[src/rtl/core/mavg_pkg.sv]
// Package for the moving-average filter: default sizes and the sequencer states.
// No dependencies; imported by moving_average_filter.
package mavg_pkg;

  localparam int unsigned MAX_WINDOW_DEF   = 64;
  localparam int unsigned SAMPLE_WIDTH_DEF = 16;

  typedef enum logic [2:0] {
    ST_IDLE,
    ST_SUM,
    ST_DIV,
    ST_DONE
  } mavg_state_e;

endpackage

[src/rtl/core/moving_average_filter.sv]
// Boxcar moving-average filter: delay-line memory, sequential summing and a
// one-bit-per-cycle restoring divider. Depends on mavg_pkg.
//
// Usage:
//   Input channel (in_valid_i / in_ready_o) carries sample_i and series_start_i;
//   series_start_i opens a new series. Output channel (out_valid_o / out_ready_i)
//   carries average_o, the truncated mean of the last window_length samples.
//   A series that has not yet reached the window length gives no result.
//   window_length_we_i / window_length_i write the window; zero is ignored and
//   values above MAX_WINDOW saturate. Write it only while the block is idle.
// Sequence:
//   A request that gives no result is done in ST_IDLE alone. Otherwise the block
//   reads the window from the delay-line memory, one entry per cycle through
//   its single registered read port, then the divider produces one quotient
//   bit per cycle, and ST_DONE hands the result to the output register.
//   One request is processed at a time.
// Reset and stall:
//   Reset clears the window to 1, fill count and write pointer to zero; the
//   history memory is not cleared. The output register holds a finished result
//   while the receiver stalls; the next request is still taken and processed,
//   and waits at the end until the output register is free.
module moving_average_filter
  import mavg_pkg::*;
#(
  parameter int unsigned MAX_WINDOW   = MAX_WINDOW_DEF,
  parameter int unsigned SAMPLE_WIDTH = SAMPLE_WIDTH_DEF,
  localparam int unsigned WIN_W = $clog2(MAX_WINDOW + 1)
) (
  input  logic                           clk_i,
  input  logic                           rst_ni,
  input  logic                           window_length_we_i,
  input  logic        [WIN_W-1:0]        window_length_i,
  input  logic                           in_valid_i,
  output logic                           in_ready_o,
  input  logic signed [SAMPLE_WIDTH-1:0] sample_i,
  input  logic                           series_start_i,
  output logic                           out_valid_o,
  input  logic                           out_ready_i,
  output logic signed [SAMPLE_WIDTH-1:0] average_o
);

  localparam int unsigned PTR_W = $clog2(MAX_WINDOW);
  localparam int unsigned SUM_W = SAMPLE_WIDTH + $clog2(MAX_WINDOW);
  localparam int unsigned BIT_W = $clog2(SUM_W + 1);
  localparam logic [PTR_W-1:0] PtrLast = PTR_W'(MAX_WINDOW - 1);
  localparam logic [WIN_W-1:0] WinMax  = WIN_W'(MAX_WINDOW);

  mavg_state_e state_q, state_d;

  logic [WIN_W-1:0]        win_q;
  logic [WIN_W-1:0]        fill_q, fill_d;
  logic [PTR_W-1:0]        wr_ptr_q, wr_ptr_d;
  logic [PTR_W-1:0]        rd_ptr_q, rd_ptr_d;
  logic [WIN_W-1:0]        rd_cnt_q, rd_cnt_d;
  logic                    rd_vld_q, rd_vld_d;
  logic [SUM_W-1:0]        acc_q, acc_d;
  logic [SUM_W-1:0]        dvd_q, dvd_d;
  logic [WIN_W-1:0]        rem_q, rem_d;
  logic                    neg_q, neg_d;
  logic [BIT_W-1:0]        bit_cnt_q, bit_cnt_d;
  logic                    out_valid_q, out_valid_d;
  logic [SAMPLE_WIDTH-1:0] average_q, average_d;

  logic [SAMPLE_WIDTH-1:0] hist_mem [MAX_WINDOW];
  logic [SAMPLE_WIDTH-1:0] rd_data_q;
  logic                    wr_en, rd_en;

  logic                    in_fire;
  logic [WIN_W-1:0]        fill_next;
  logic [WIN_W:0]          trial;
  logic [SUM_W-1:0]        quot_signed;

  assign in_ready_o  = (state_q == ST_IDLE);
  assign in_fire     = in_valid_i && in_ready_o;
  assign out_valid_o = out_valid_q;
  assign average_o   = average_q;

  // fill count after taking in the current request
  always_comb begin
    if (series_start_i) begin
      fill_next = WIN_W'(1);
    end else if (fill_q < WinMax) begin
      fill_next = fill_q + WIN_W'(1);
    end else begin
      fill_next = fill_q;
    end
  end

  assign trial       = {rem_q, dvd_q[SUM_W-1]};
  assign quot_signed = neg_q ? (~dvd_q + SUM_W'(1)) : dvd_q;

  always_comb begin
    state_d     = state_q;
    fill_d      = fill_q;
    wr_ptr_d    = wr_ptr_q;
    rd_ptr_d    = rd_ptr_q;
    rd_cnt_d    = rd_cnt_q;
    rd_vld_d    = 1'b0;
    acc_d       = acc_q;
    dvd_d       = dvd_q;
    rem_d       = rem_q;
    neg_d       = neg_q;
    bit_cnt_d   = bit_cnt_q;
    out_valid_d = out_valid_q && !out_ready_i;
    average_d   = average_q;
    wr_en       = 1'b0;
    rd_en       = 1'b0;

    unique case (state_q)
      ST_IDLE: begin
        if (in_fire) begin
          wr_en    = 1'b1;
          wr_ptr_d = (wr_ptr_q == PtrLast) ? '0 : wr_ptr_q + PTR_W'(1);
          fill_d   = fill_next;
          if (fill_next >= win_q) begin
            rd_ptr_d = wr_ptr_q;
            rd_cnt_d = win_q;
            acc_d    = '0;
            state_d  = ST_SUM;
          end
        end
      end

      ST_SUM: begin
        // newest entry first, walking back through the ring
        if (rd_cnt_q != '0) begin
          rd_en    = 1'b1;
          rd_vld_d = 1'b1;
          rd_cnt_d = rd_cnt_q - WIN_W'(1);
          rd_ptr_d = (rd_ptr_q == '0) ? PtrLast : rd_ptr_q - PTR_W'(1);
        end
        if (rd_vld_q) begin
          acc_d = acc_q + {{(SUM_W - SAMPLE_WIDTH){rd_data_q[SAMPLE_WIDTH-1]}}, rd_data_q};
        end else if (rd_cnt_q == '0) begin
          neg_d     = acc_q[SUM_W-1];
          dvd_d     = acc_q[SUM_W-1] ? (~acc_q + SUM_W'(1)) : acc_q;
          rem_d     = '0;
          bit_cnt_d = BIT_W'(SUM_W);
          state_d   = ST_DIV;
        end
      end

      ST_DIV: begin
        // restoring division of the magnitude, quotient bits shift in at the bottom
        if (trial >= {1'b0, win_q}) begin
          rem_d = WIN_W'(trial - {1'b0, win_q});
          dvd_d = {dvd_q[SUM_W-2:0], 1'b1};
        end else begin
          rem_d = trial[WIN_W-1:0];
          dvd_d = {dvd_q[SUM_W-2:0], 1'b0};
        end
        bit_cnt_d = bit_cnt_q - BIT_W'(1);
        if (bit_cnt_q == BIT_W'(1)) begin
          state_d = ST_DONE;
        end
      end

      ST_DONE: begin
        if (!out_valid_q || out_ready_i) begin
          out_valid_d = 1'b1;
          average_d   = quot_signed[SAMPLE_WIDTH-1:0];
          state_d     = ST_IDLE;
        end
      end

      default: begin
        state_d = ST_IDLE;
      end
    endcase
  end

  always_ff @(posedge clk_i or negedge rst_ni) begin
    if (!rst_ni) begin
      state_q     <= ST_IDLE;
      win_q       <= WIN_W'(1);
      fill_q      <= '0;
      wr_ptr_q    <= '0;
      rd_cnt_q    <= '0;
      rd_vld_q    <= 1'b0;
      bit_cnt_q   <= '0;
      out_valid_q <= 1'b0;
    end else begin
      state_q     <= state_d;
      fill_q      <= fill_d;
      wr_ptr_q    <= wr_ptr_d;
      rd_cnt_q    <= rd_cnt_d;
      rd_vld_q    <= rd_vld_d;
      bit_cnt_q   <= bit_cnt_d;
      out_valid_q <= out_valid_d;
      if (window_length_we_i && (window_length_i != '0)) begin
        win_q <= (window_length_i > WinMax) ? WinMax : window_length_i;
      end
    end
  end

  always_ff @(posedge clk_i) begin
    rd_ptr_q  <= rd_ptr_d;
    acc_q     <= acc_d;
    dvd_q     <= dvd_d;
    rem_q     <= rem_d;
    neg_q     <= neg_d;
    average_q <= average_d;
  end

  // delay-line memory: one write port, one registered read port
  always_ff @(posedge clk_i) begin
    if (wr_en) begin
      hist_mem[wr_ptr_q] <= sample_i;
    end
    if (rd_en) begin
      rd_data_q <= hist_mem[rd_ptr_q];
    end
  end

endmodule

[config.mk]
export PLATFORM = sky130hd
export DESIGN_NAME = moving_average_filter
export DESIGN_NICKNAME = d
export VERILOG_FILES = /design/src/rtl/core/mavg_pkg.sv /design/src/rtl/core/moving_average_filter.sv
export SDC_FILE = /design/constraint.sdc
export NUM_CORES = 1
export LEC_CHECK = 0
export BUFFER_PORTS_ARGS = -buffer_cell sky130_fd_sc_hd__buf_2
export CAP_MARGIN = 15
export CORE_MARGIN = 2
export CORE_UTILIZATION = 45
export CTS_BUF_LIST = sky130_fd_sc_hd__clkbuf_4 sky130_fd_sc_hd__clkbuf_8
export DETAILED_ROUTE_END_ITERATION = 12
export SLEW_MARGIN = 30
export SYNTH_ARGS = -nofsm -noshare
export SYNTH_HDL_FRONTEND = slang
export SYNTH_SLANG_ARGS = --single-unit
[constraint.sdc]
create_clock -name clk_i -period 3.4 [get_ports clk_i]
set_input_delay 0.68 -clock clk_i [delete_from_list [all_inputs] [get_ports clk_i]]
set_output_delay 0.68 -clock clk_i [all_outputs]
set_load 0.02 [all_outputs]
==> impl_metrics.py <==
metrics = {
    "synth": {
        "synth_cell_types": 69,
        "synth-seq-cells": 1150,
        "synth_edf_count": 1114,
        "ys_warn_count": 0,
        "synth_compound_area_frac": 0.0492,
        "synthArstFlopShare": 0.0313,
        "syn-cell-area_mm2": 0.0465,
        "synth_adder_area_share": 0.0140,
        "synth_top_family_by_area": "multiplexers",
        "yosysSeqAreaShare": 0.739,
        "syn_nets": 2531,
        "syn_area_per_cell_um2": 19.0,
        "synth_xor_area_frac": 0.0111,
        "synth_cells": 2451,
        "synthSimpleGateAreaFrac": 0.0398,
        "synth_mux_area_frac": 0.133,
        "synth_ff_type": "edfxtp_1",
    },
    "flow_run": {
        "drv_cap": 0,
    },
    "placed_design": {
        "place_area_mm2": 0.0493,
        "globalplace.congestion": 0.809,
        "dpl_worst_slack_ps": 289,
        "portBuffers": 46,
        "hpwl_um": 67800,
        "placed_cells": 3895,
    },
    "grt": {
        "antenna_found_initial": 2,
        "grt_pass1_wl_um": 164000,
        "grt_max_degree": 65,
        "grt-ovfl-total": 0,
        "grtUsageTotal": 0.210,
        "grt_pass1_vias": 25300,
    },
    "critical_path": {
        "crit_top_cell": "ha_1",
        "cp_data_arrival_time_ps": 3600,
        "crit_fanout": 9,
        "critPathRequiredTime_ps": 3910,
        "critPathKind": "flop to flop",
        "slowest_stage": "dfrtp_1",
        "cp-end-kind": "flop",
        "critPathMaxStageDelay_ps": 410,
        "crit_chain": "ha_1 > nor2b_1 > xnor2_1 > nor2_1 > ha_1 > a21oi_1 > o21ai_0 > a211o_1 > o211ai_1 > inv_1",
        "cp_num_buf_inv": 1,
        "startpoint_type": "flop",
        "cp_top_family": "compound AO/OA/AOI/OAI gates",
    },
    "cells_and_area": {
        "area_delta_synth_final_pct": 13.8,
        "fin_cells": 4229,
        "layout-drive-gt1-share": 0.267,
        "final_nets": 2793,
        "stdcell_area_mm2": 0.0529,
        "fin_util": 0.518,
        "fill_cells": 8241,
    },
    "sta": {
        "final_hold_viol_count": 0,
        "finalSetupViolCount": 0,
        "finClkSkew_ps": 43.2,
        "fin_tns_setup_ps": 0,
        "worst_slack_ps": 310,
        "finalMaxSlewViolations": 0,
        "rsz0062_at_grt": "no",
        "fin_crit_ps": 3090,
        "hold_ws_ps": 102,
        "post-route-period-util": 0.909,
        "slew_headroom": 0.307,
        "worstMarginPinSlew_ps": 1040,
        "max_freq_ghz": 0.324,
    },
    "route": {
        "ant_nets": 0,
        "drt-pass1-iter-count": 5,
        "drc": 0,
        "routed_wl_um": 111000,
        "vias_per_cell": 5.79,
        "drt_iter0_drc": 2302,
        "wl_per_cell_um": 26.1,
        "via_count": 24500,
    },
    "cts": {
        "clk_latency_ps": 850,
        "cts_tree": "done",
        "cts_made_buffers": 183,
        "cts_setup_buffers": 0,
        "root_buffer": "clkbuf_8",
        "clk_pin_slew_ps": 60,
        "h-tree-depth": 4,
        "clock_path_buffers": 3,
        "clock_sinks": 1150,
    },
    "floorplanning": {
        "start_util": 0.455,
        "fp-row-count": 117,
        "dieArea_mm2": 0.106,
        "die_y_um": 326,
        "core_region_area_mm2": 0.102,
        "die_w_um": 326,
        "ioPinCount": 47,
    },
    "power": {
        "ir_drop_uv": 559,
        "p_per_area_mw_per_mm2": 824,
        "leakagePower_nw": 17.3,
        "finalPower_mw": 43.6,
    },
    "min_path": {
        "hold_class": "primary input to flop",
    },
    "outcome": {
        "status": "complete, no violations",
    },
}
==> layout make-up <==
type,count,area (um2),share of cell area
repair buffers,197,1610,0.0304
diodes,2,5.00,0.0000945
clock inverters,81,538,0.0102
inverters,41,154,0.00291
clock buffers,250,3040,0.0574
flip-flops and latches,1150,34400,0.649
multi-input cells,1140,11500,0.218
well taps,1368,1710,0.0323
==> final timing paths <==
| path | startpoint | slack [ps] | to | cells after the start |
|---|---|---|---|---|
| max | fill_q[0]$_DFFE_PN0P_ | 310 | rd_ptr_q[5]$_DFFE_PP_ | 10 |
| min | window_length_i[6] | 100 | win_q[6]$_DFFE_PN0P_ | 2 |
| max reg2reg | fill_q[0]$_DFFE_PN0P_ | 310 | rd_ptr_q[5]$_DFFE_PP_ | 10 |
| min reg2reg | rd_cnt_q[0]$_DFFE_PN0P_ | 470 | rd_cnt_q[0]$_DFFE_PN0P_ | 1 |
| max in group asynchronous | rst_ni | 2600 | wr_ptr_q[5]$_DFFE_PN0P_ | 2 |
| min in group asynchronous | rst_ni | 400 | wr_ptr_q[4]$_DFFE_PN0P_ | 2 |
==> layout by cell type (no fill, tap or decap), types with 22 or more instances in the layout <==
cell,Yosys,layout
inv_1,40,40
a22o_1,22,22
o21ai_0,82,81
nor2_1,151,151
nand3_1,23,23
nand2_1,96,96
dfrtp_1,35,35
a221oi_1,27,27
o22ai_1,27,27
a21oi_1,50,49
xnor2_1,34,34
clkbuf_4,0,64
xor2_1,25,25
buf_4,0,140
a211oi_1,24,24
and2_1,23,23
edfxtp_1,1114,1114
ha_1,49,48
nor2b_1,22,22
clkbuf_8,0,186
mux2i_1,37,37
mux4_2,256,256
clkinv_1,0,43
buf_2,35,38
==> sequential cells by signal, summed over array words and instances (netlist names), 7 cells and up <==
register,cells
rd_cnt_q,7
acc_q,22
average_o,16
rd_data_q,16
win_q,7
rem_q,7
hist_mem,1024
dvd_q,22
fill_q,7
==> cell usage after synthesis (25+ instances only) <==
library cell / n / area, um2
mux2i_1: 37 / 370
nand2_1: 96 / 360
a21oi_1: 50 / 250
ha_1: 49 / 613
o22ai_1: 27 / 169
o21ai_0: 82 / 410
xnor2_1: 34 / 298
clkbuf_1: 74 / 278
a221oi_1: 27 / 236
dfrtp_1: 35 / 876
xor2_1: 25 / 219
edfxtp_1: 1114 / 33500
nor2_1: 151 / 567
buf_2: 35 / 175
mux4_2: 256 / 5770
inv_1: 40 / 150
==> what timing repair did <==
item / 4_1_cts / 5_1_grt
setup endpoints to repair: 0 / 22
resized for setup: 0 / 1
hold buffers: 1 / 0
endpoints found under the hold margin: 35 / 0
==> layer usage <==
metal | GRT usage | part of all wire | wire length (um) | up-vias
li1 | - | - | - | 10600
met1 | 0.281 | 0.42 | 46300 | 12900
met2 | 0.351 | 0.50 | 55100 | 829
met3 | 0.0360 | 0.057 | 6270 | 170
met4 | 0.0700 | 0.026 | 2830 | 0
met5 | 0 | 0 | 0 | -
==> report_power, final <==
| group | switching [mW] | internal (mW) | leakage (nW) | total (mW) |
|---|---|---|---|---|
| clock | 5.33 | 6.20 | 1.90 | 11.5 |
| sequential | 0.735 | 16.8 | 10.5 | 17.6 |
| combinational | 8.36 | 6.17 | 4.92 | 14.5 |
| total | 14.4 | 29.2 | 17.3 | 43.6 |
==> logic make-up after synthesis <==
family          Yosys count
xor+xnor                 59
flops                  1150
buf+inv                 161
mux                     299
fa+ha+maj                51
simple gates            392
compound gates          339
No activity file was read; power rests on OpenSTA's default activity.
